`config.mk`:
```
export PLATFORM = sky130hd
export DESIGN_NAME = matrix_diagonal_zigzag_reorder_core
export DESIGN_NICKNAME = d
export VERILOG_FILES = /design/src/rtl/core/mdz_pkg.sv /design/src/rtl/core/mdz_datapath.sv /design/src/rtl/core/mdz_ctrl.sv /design/src/rtl/core/matrix_diagonal_zigzag_reorder_core.sv
export SDC_FILE = /design/constraint.sdc
export NUM_CORES = 2
export LEC_CHECK = 0
export BUFFER_PORTS_ARGS = -buffer_cell sky130_fd_sc_hd__buf_2
export CAP_MARGIN = 30
export CORE_MARGIN = 4
export CORE_UTILIZATION = 55
export CTS_CLUSTER_DIAMETER = 200
export DETAILED_ROUTE_END_ITERATION = 10
export PLACE_DENSITY_LB_ADDON = 0.1
export SLEW_MARGIN = 20
export SYNTH_ARGS = -nofsm -noshare
export SYNTH_HDL_FRONTEND = slang
export SYNTH_SLANG_ARGS = --single-unit
```
`constraint.sdc`:
```
create_clock -name clk -period 5.3 [get_ports clk]
set_input_delay 1.325 -clock clk [delete_from_list [all_inputs] [get_ports clk]]
set_output_delay 1.325 -clock clk [all_outputs]
set_load 0.02 [all_outputs]
```
`src/rtl/core/mdz_pkg.sv`:
```
`timescale 1ns / 1ps
`default_nettype none
// ----------------------------------------------------------------------------
// mdz_pkg: shared types and constants of the zigzag reorder core
// Configuration codes, controller states and the command/status bundles
// that pass between the controller and the datapath.
// ----------------------------------------------------------------------------
package mdz_pkg;

  localparam int DATA_W    = 32;
  localparam int CFG_W     = 4;
  localparam int CFG_IDX_W = 1;
  localparam int TOT_W     = 2 * CFG_W;

  localparam logic [CFG_IDX_W-1:0] REG_ROW_COUNT = 1'd0;
  localparam logic [CFG_IDX_W-1:0] REG_COL_COUNT = 1'd1;

  localparam logic [CFG_W-1:0] CFG_DIM_RESET = 4'd8;

  typedef enum logic [1:0] {
    ST_LOAD,
    ST_READ,
    ST_SHOW
  } mdz_state_t;

  typedef struct packed {
    logic load;   // store the accepted word, advance or clear the load count
    logic rd;     // read the element at the current scan position
    logic step;   // advance the scan, or rewind it after the last word
  } mdz_cmd_t;

  typedef struct packed {
    logic load_done;  // the word being loaded completes the matrix
    logic scan_last;  // the scan position is the final cell
  } mdz_status_t;

endpackage
`default_nettype wire

```
`src/rtl/core/mdz_datapath.sv`:
```
`timescale 1ns / 1ps
`default_nettype none
// ----------------------------------------------------------------------------
// mdz_datapath: element store, load counter and zigzag scan walker
// Holds the dimension registers, writes words row-major into the store and
// reads them back along the diagonal zigzag path on command.
// ----------------------------------------------------------------------------
module mdz_datapath import mdz_pkg::*; #(
  parameter int MAX_ROWS = 8,
  parameter int MAX_COLS = 8
) (
  input  wire                        clk,
  input  wire                        rst_n,
  input  wire                        cfg_wr_en,
  input  wire        [CFG_IDX_W-1:0] cfg_index,
  input  wire        [CFG_W-1:0]     cfg_wdata,
  input  wire signed [DATA_W-1:0]    in_data,
  input  wire mdz_cmd_t              cmd,
  output mdz_status_t                status,
  output logic signed [DATA_W-1:0]   rd_data
);

  localparam int DEPTH  = MAX_ROWS * MAX_COLS;
  localparam int ADDR_W = (DEPTH > 1) ? $clog2(DEPTH) : 1;
  localparam int CNT_W  = $clog2(DEPTH + 1);
  localparam int ROW_W  = (MAX_ROWS > 1) ? $clog2(MAX_ROWS) : 1;
  localparam int COL_W  = (MAX_COLS > 1) ? $clog2(MAX_COLS) : 1;

  logic [CFG_W-1:0]  row_count_r, col_count_r;
  logic [CFG_W-1:0]  rows, cols;
  logic [TOT_W-1:0]  total;
  logic [CNT_W-1:0]  load_cnt_r, emit_cnt_r;
  logic [ROW_W-1:0]  row_r, row_nxt;
  logic [COL_W-1:0]  col_r, col_nxt;
  logic              up_r, up_nxt;
  logic [CFG_W-1:0]  row_p1, col_p1;
  logic [ADDR_W-1:0] scan_addr;
  logic [DATA_W-1:0] mem [DEPTH];
  logic [DATA_W-1:0] rd_data_r;

  // Configuration registers
  always_ff @(posedge clk) begin
    if (!rst_n) begin
      row_count_r <= CFG_DIM_RESET;
      col_count_r <= CFG_DIM_RESET;
    end else if (cfg_wr_en) begin
      unique case (cfg_index)
        REG_ROW_COUNT: row_count_r <= cfg_wdata;
        REG_COL_COUNT: col_count_r <= cfg_wdata;
      endcase
    end
  end

  // Saturate dimensions into 1..MAX
  always_comb begin
    if (row_count_r == '0)                   rows = CFG_W'(1);
    else if (row_count_r > CFG_W'(MAX_ROWS)) rows = CFG_W'(MAX_ROWS);
    else                                     rows = row_count_r;
    if (col_count_r == '0)                   cols = CFG_W'(1);
    else if (col_count_r > CFG_W'(MAX_COLS)) cols = CFG_W'(MAX_COLS);
    else                                     cols = col_count_r;
    total = TOT_W'(rows) * TOT_W'(cols);
  end

  assign status.load_done = (TOT_W'(load_cnt_r) + TOT_W'(1)) >= total;
  assign status.scan_last = (TOT_W'(emit_cnt_r) + TOT_W'(1)) == total;

  // Load counter
  always_ff @(posedge clk) begin
    if (!rst_n) begin
      load_cnt_r <= '0;
    end else if (cmd.load) begin
      load_cnt_r <= status.load_done ? '0 : load_cnt_r + CNT_W'(1);
    end
  end

  // Zigzag walk: reverse at each edge
  always_comb begin
    row_p1  = CFG_W'(row_r) + CFG_W'(1);
    col_p1  = CFG_W'(col_r) + CFG_W'(1);
    row_nxt = row_r;
    col_nxt = col_r;
    up_nxt  = up_r;
    if (up_r) begin
      if (row_r == '0 || col_p1 >= cols) begin
        if (col_p1 < cols) col_nxt = col_r + COL_W'(1);
        else               row_nxt = row_r + ROW_W'(1);
        up_nxt = 1'b0;
      end else begin
        row_nxt = row_r - ROW_W'(1);
        col_nxt = col_r + COL_W'(1);
      end
    end else begin
      if (col_r == '0 || row_p1 >= rows) begin
        if (row_p1 < rows) row_nxt = row_r + ROW_W'(1);
        else               col_nxt = col_r + COL_W'(1);
        up_nxt = 1'b1;
      end else begin
        row_nxt = row_r + ROW_W'(1);
        col_nxt = col_r - COL_W'(1);
      end
    end
  end

  always_ff @(posedge clk) begin
    if (!rst_n) begin
      row_r      <= '0;
      col_r      <= '0;
      up_r       <= 1'b1;
      emit_cnt_r <= '0;
    end else if (cmd.step) begin
      if (status.scan_last) begin
        row_r      <= '0;
        col_r      <= '0;
        up_r       <= 1'b1;
        emit_cnt_r <= '0;
      end else begin
        row_r      <= row_nxt;
        col_r      <= col_nxt;
        up_r       <= up_nxt;
        emit_cnt_r <= emit_cnt_r + CNT_W'(1);
      end
    end
  end

  assign scan_addr = ADDR_W'(TOT_W'(row_r) * TOT_W'(cols) + TOT_W'(col_r));

  // Element store
  always_ff @(posedge clk) begin
    if (cmd.load) begin
      mem[load_cnt_r[ADDR_W-1:0]] <= in_data;
    end
    if (cmd.rd) begin
      rd_data_r <= mem[scan_addr];
    end
  end

  assign rd_data = rd_data_r;

endmodule
`default_nettype wire

```
`src/rtl/core/mdz_ctrl.sv`:
```
`timescale 1ns / 1ps
`default_nettype none
// ----------------------------------------------------------------------------
// mdz_ctrl: sequencer of the zigzag reorder core
// Loads words until the matrix is full, then reads and presents each
// element of the scan in turn, holding it until the receiver takes it.
// ----------------------------------------------------------------------------
module mdz_ctrl import mdz_pkg::*; (
  input  wire              clk,
  input  wire              rst_n,
  input  wire              in_tvalid,
  output logic             in_tready,
  output logic             out_tvalid,
  input  wire              out_tready,
  input  wire mdz_status_t status,
  output mdz_cmd_t         cmd
);

  mdz_state_t state_r, state_nxt;

  always_ff @(posedge clk) begin
    if (!rst_n) state_r <= ST_LOAD;
    else        state_r <= state_nxt;
  end

  always_comb begin
    state_nxt  = state_r;
    cmd        = '0;
    in_tready  = 1'b0;
    out_tvalid = 1'b0;
    unique case (state_r)
      ST_LOAD: begin
        in_tready = 1'b1;
        if (in_tvalid) begin
          cmd.load = 1'b1;
          if (status.load_done) state_nxt = ST_READ;
        end
      end
      ST_READ: begin
        cmd.rd    = 1'b1;
        state_nxt = ST_SHOW;
      end
      ST_SHOW: begin
        out_tvalid = 1'b1;
        if (out_tready) begin
          cmd.step  = 1'b1;
          state_nxt = status.scan_last ? ST_LOAD : ST_READ;
        end
      end
      default: state_nxt = ST_LOAD;
    endcase
  end

endmodule
`default_nettype wire

```
`src/rtl/core/matrix_diagonal_zigzag_reorder_core.sv`:
```
`timescale 1ns / 1ps
`default_nettype none
// ----------------------------------------------------------------------------
// matrix_diagonal_zigzag_reorder_core: diagonal zigzag scan of a matrix
// Usage: write row_count (index 0) and col_count (index 1) through the cfg
// port while idle; values of zero act as one, values above the maximum
// saturate. Stream the matrix in row-major order on the in_ channel, one
// word per element. After the final element the block emits every element
// on the out_ channel in zigzag order (start top-left, move up-right first,
// reverse at each edge); out_tlast marks the final word of the scan.
// Sequence: in_tready is high throughout the load phase. Once the last
// element is accepted the core reads the first scan element from the
// store, then presents it; each later result likewise needs a store read
// before its presentation, and no read starts while a result is shown.
// in_tready is low for the whole output phase.
// Stall: a result holds on out_tdata/out_tlast until out_tready is seen.
// Reset: clears the load count and scan position and sets both dimensions
// to 8; store contents are not cleared and need no clearing pass.
// ----------------------------------------------------------------------------
module matrix_diagonal_zigzag_reorder_core import mdz_pkg::*; #(
  parameter int MAX_ROWS = 8,
  parameter int MAX_COLS = 8
) (
  input  wire                        clk,
  input  wire                        rst_n,
  // Configuration write port
  input  wire                        cfg_wr_en,
  input  wire        [CFG_IDX_W-1:0] cfg_index,
  input  wire        [CFG_W-1:0]     cfg_wdata,
  // Input stream
  input  wire                        in_tvalid,
  output logic                       in_tready,
  input  wire signed [DATA_W-1:0]    in_tdata,   // [31:0] element_value
  // Result stream
  output logic                       out_tvalid,
  input  wire                        out_tready,
  output logic signed [DATA_W-1:0]   out_tdata,  // [31:0] out_value
  output logic                       out_tlast   // out_last
);

  mdz_cmd_t    cmd;
  mdz_status_t status;

  // Sequencer: load phase, then read/present per scan word
  mdz_ctrl u_ctrl (
    .clk        (clk),
    .rst_n      (rst_n),
    .in_tvalid  (in_tvalid),
    .in_tready  (in_tready),
    .out_tvalid (out_tvalid),
    .out_tready (out_tready),
    .status     (status),
    .cmd        (cmd)
  );

  // Store, counters and zigzag walker
  mdz_datapath #(
    .MAX_ROWS (MAX_ROWS),
    .MAX_COLS (MAX_COLS)
  ) u_datapath (
    .clk       (clk),
    .rst_n     (rst_n),
    .cfg_wr_en (cfg_wr_en),
    .cfg_index (cfg_index),
    .cfg_wdata (cfg_wdata),
    .in_data   (in_tdata),
    .cmd       (cmd),
    .status    (status),
    .rd_data   (out_tdata)
  );

  // Last flag follows the scan position held during presentation
  assign out_tlast = status.scan_last;

endmodule
`default_nettype wire

```
==> results.ini <==
[clock_network]
cts_root_buf = clkbuf_16
cts_buffers = 204
holdBufCountCts = 0
clk_pin_slew_worst_paths_ns = 0.06
cts_buffer_depth = 3
tritoncts = done
clk_latency_ns = 0.83
h-tree-depth = 4
clock-sinks = 2111

[global_route]
overflow = 0
grt_pass1_vias = 41400
grtUsageTotal_pct = 27.2
grt_max_degree = 87
grt_pass1_wl_um = 303000
antenna_found_initial = 10

[timing]
skew_ns = 0.0217
layout_worst_path_cycle_share_pct = 112
min_period_ns = 5.93
final.setup.worst_slack_ns = -0.633
maxSlewHeadroom_pct = 32.0
max_freq_mhz = 169
finalSetupViolCount = 1
timing_hold_violations_final = 0
setup-tns-final_ns = -0.633
rsz0062_at_grt = true
slew_viol_final = 0
tightest_slew_ns = 1.02

[setup_path]
cp-end-kind = primary output
cp_slowest_stage_delay_ns = 0.52
crit_path_frequent_cell = inv_2
cp-start-kind = register
cpLargestDelayFamily = adder cells
crit_chain = o21ba_2 -> or2_4 -> inv_2 -> nand2_1 -> fa_1 -> fa_1 -> inv_2 -> buf_4 -> ha_4 -> a211oi_2 -> or4b_1 -> o311a_1 -> xor2_1 -> or3_4 -> inv_2 -> buf_6
crit_required_ns = 3.97
cp_num_buf_inv = 5
crit_slowest_cell = fa_1
path_class = reg2out
crit_fanout = 3
crit_arrival_ns = 4.61

[synthesis]
synth-seq-cells = 2111
synth_edf_count = 2080
yosys-mux-area-fraction_pct = 16.4
synth_seq_area_share_pct = 76.7
yosysWarningCount = 0
synth-xor-area-share_pct = 0.266
synthAdderAreaFrac_pct = 0.895
yosysUniqueCellTypes = 68
synthCells = 3731
synth_flop_cell = edfxtp_1
synth_top_family_by_area = multiplexers
syn_area_per_cell_sq_um = 22.0
synth-simple-area-share_pct = 2.26
synth_compound_area_share_pct = 2.18
syn_area_sq_um = 82200
synth_fp_nets = 3827
async_flop_share_pct = 0

[power_and_ir_drop]
ir_worst_vdd_uv = 300
power.density_nw_per_um2 = 361
p_leak_nw = 30.5

[finish]
design_area_sq_um = 93800
nFillCells = 9802
drive_gt1_share_pct = 28.0
fin_util_pct = 63.3
syn_to_final_growth_pct = 14.1
mostFrequentLayoutCell = edfxtp_1
nets = 4125
layout_common_cells = edfxtp_1, mux4_2, clkbuf_16

[placed_design]
post_dp_cell_area_sq_um = 87200
post-dp-hpwl_um = 122000
preCtsSetupSlack_ns = -0.0904
gp_congestion = 0.863
portBuffers = 76

[drt]
routedWlPerCell_um = 34.2
vias_per_cell = 6.58
vias = 40400
drt_wl_total_um = 210000
drtIter0Drc = 4355
drc = 0
detail_route.first_pass.iterations = 5
ant_nets = 0

[die]
rows = 141
start_util_pct = 55.5
dieArea_sq_um = 156000
chipHeight_um = 395
coreArea_sq_um = 148000
die_w_um = 395
ios = 77

[min_path]
hold_class = reg2reg

[status]
status = complete, but fails checks
violations = negative setup slack

[flow_run]
drv_cap = 0

==> cell families after synthesis <==
group           after synthesis
fa+ha+maj                    54
compound gates              237
simple gates                384
flops                      2111
xor+xnor                     25
buf+inv                     223
mux                         697
==> registers in the layout, summed over array words and instances (netlist names) <==
signal and flops:
u_datapath.emit_cnt_r 7, u_datapath.up_r 1, u_datapath.row_count_r 4, u_datapath.row_r 3, u_datapath.rd_data 32, u_datapath.col_r 3, u_ctrl.state_r 2, u_datapath.col_count_r 4
u_datapath.load_cnt_r 7, u_datapath.mem 2048
==> cell type report <==
class	instances	area [sq um]	share of cell area, %
repair buffers	283	2990	3.18
clock inverters	119	992	1.06
well taps	1930	2410	2.57
flip-flops and latches	2111	63100	67.2
clock buffers	263	5430	5.79
multi-input cells	1397	18800	20.0
diodes	5	12.5	0.0133
inverters	32	120	0.128
==> timing repair <==
action / in CTS / in global routing
setup buffers: 1 / 1
resized for setup: 8 / 7
pin swaps: 2 / 0
setup endpoints to repair: 1 / 1
==> cell usage after synthesis, types with 7 or more instances <==
| library cell | instances | area, sq um |
|---|---|---|
| mux4_2 | 521 | 11700 |
| o311a_1 | 10 | 100 |
| a22oi_1 | 64 | 480 |
| a21oi_1 | 29 | 145 |
| a211oi_1 | 22 | 165 |
| nor3_1 | 15 | 75.1 |
| a32oi_1 | 37 | 324 |
| o21a_1 | 7 | 52.6 |
| xor2_1 | 13 | 114 |
| nor2_1 | 95 | 357 |
| xnor2_1 | 12 | 105 |
| edfxtp_1 | 2080 | 62500 |
| dfxtp_1 | 31 | 621 |
| a211o_1 | 10 | 87.6 |
| clkbuf_1 | 94 | 353 |
| ha_1 | 46 | 576 |
| buf_4 | 26 | 195 |
| nand3_1 | 21 | 105 |
| fa_1 | 8 | 160 |
| nor2b_1 | 25 | 156 |
| o21ai_0 | 18 | 90.1 |
| buf_2 | 69 | 345 |
| and4_1 | 24 | 210 |
| nand2_1 | 153 | 574 |
| inv_1 | 31 | 116 |
| mux2i_1 | 176 | 1760 |
==> per-stage QoR <==
| step | std cells | hold slack (ns) | power [mW] |
|---|---|---|---|
| detailed placement | 5746 | 0.454 | 20.3 |
| CTS | 6129 | 0.469 | 34.1 |
| global route | 6137 | 0.495 | 34.9 |
| finish | 6140 | 0.474 | 33.9 |
| floorplan | 3731 | 0.425 | 19.6 |
| global placement | 5731 | 0.439 | 20.2 |
==> worst min-delay path: stages, from the launching register on <==
cell,delay [ns]
dfxtp_1,0.33
nand2_1,0.05
o21ai_0,0.06
==> path summary, 6_finish.rpt <==
kind                              from                       end  slack, ns  depth (start not counted)
max          u_datapath.row_count_r[1]                 out_tlast      -0.63                         16
max reg2reg  u_datapath.col_count_r[0]    u_datapath.rd_data[31]       0.40                         14
min reg2reg   u_datapath.load_cnt_r[6]  u_datapath.load_cnt_r[6]       0.47                          2
min           u_datapath.load_cnt_r[6]  u_datapath.load_cnt_r[6]       0.47                          2
==> power breakdown <==
part / internal, mW / total [mW] / switching [mW]
registers: 18.4 / 18.5 / 0.0318
logic: 0.584 / 1.48 / 0.898
clock network: 7.87 / 14.0 / 6.09
total: 26.9 / 33.9 / 7.02
==> per-layer routing <==
layer / global-route usage [%] / up-vias / routed length [um]
met1: 37.8 / 21900 / 81600
met4: 8.40 / 8 / 6490
met3: 4.43 / 317 / 15500
li1: - / 16300 / -
met2: 45.1 / 1833 / 106000
met5: 0 / - / 57
Note: power is estimated with default switching activity, not from simulation.
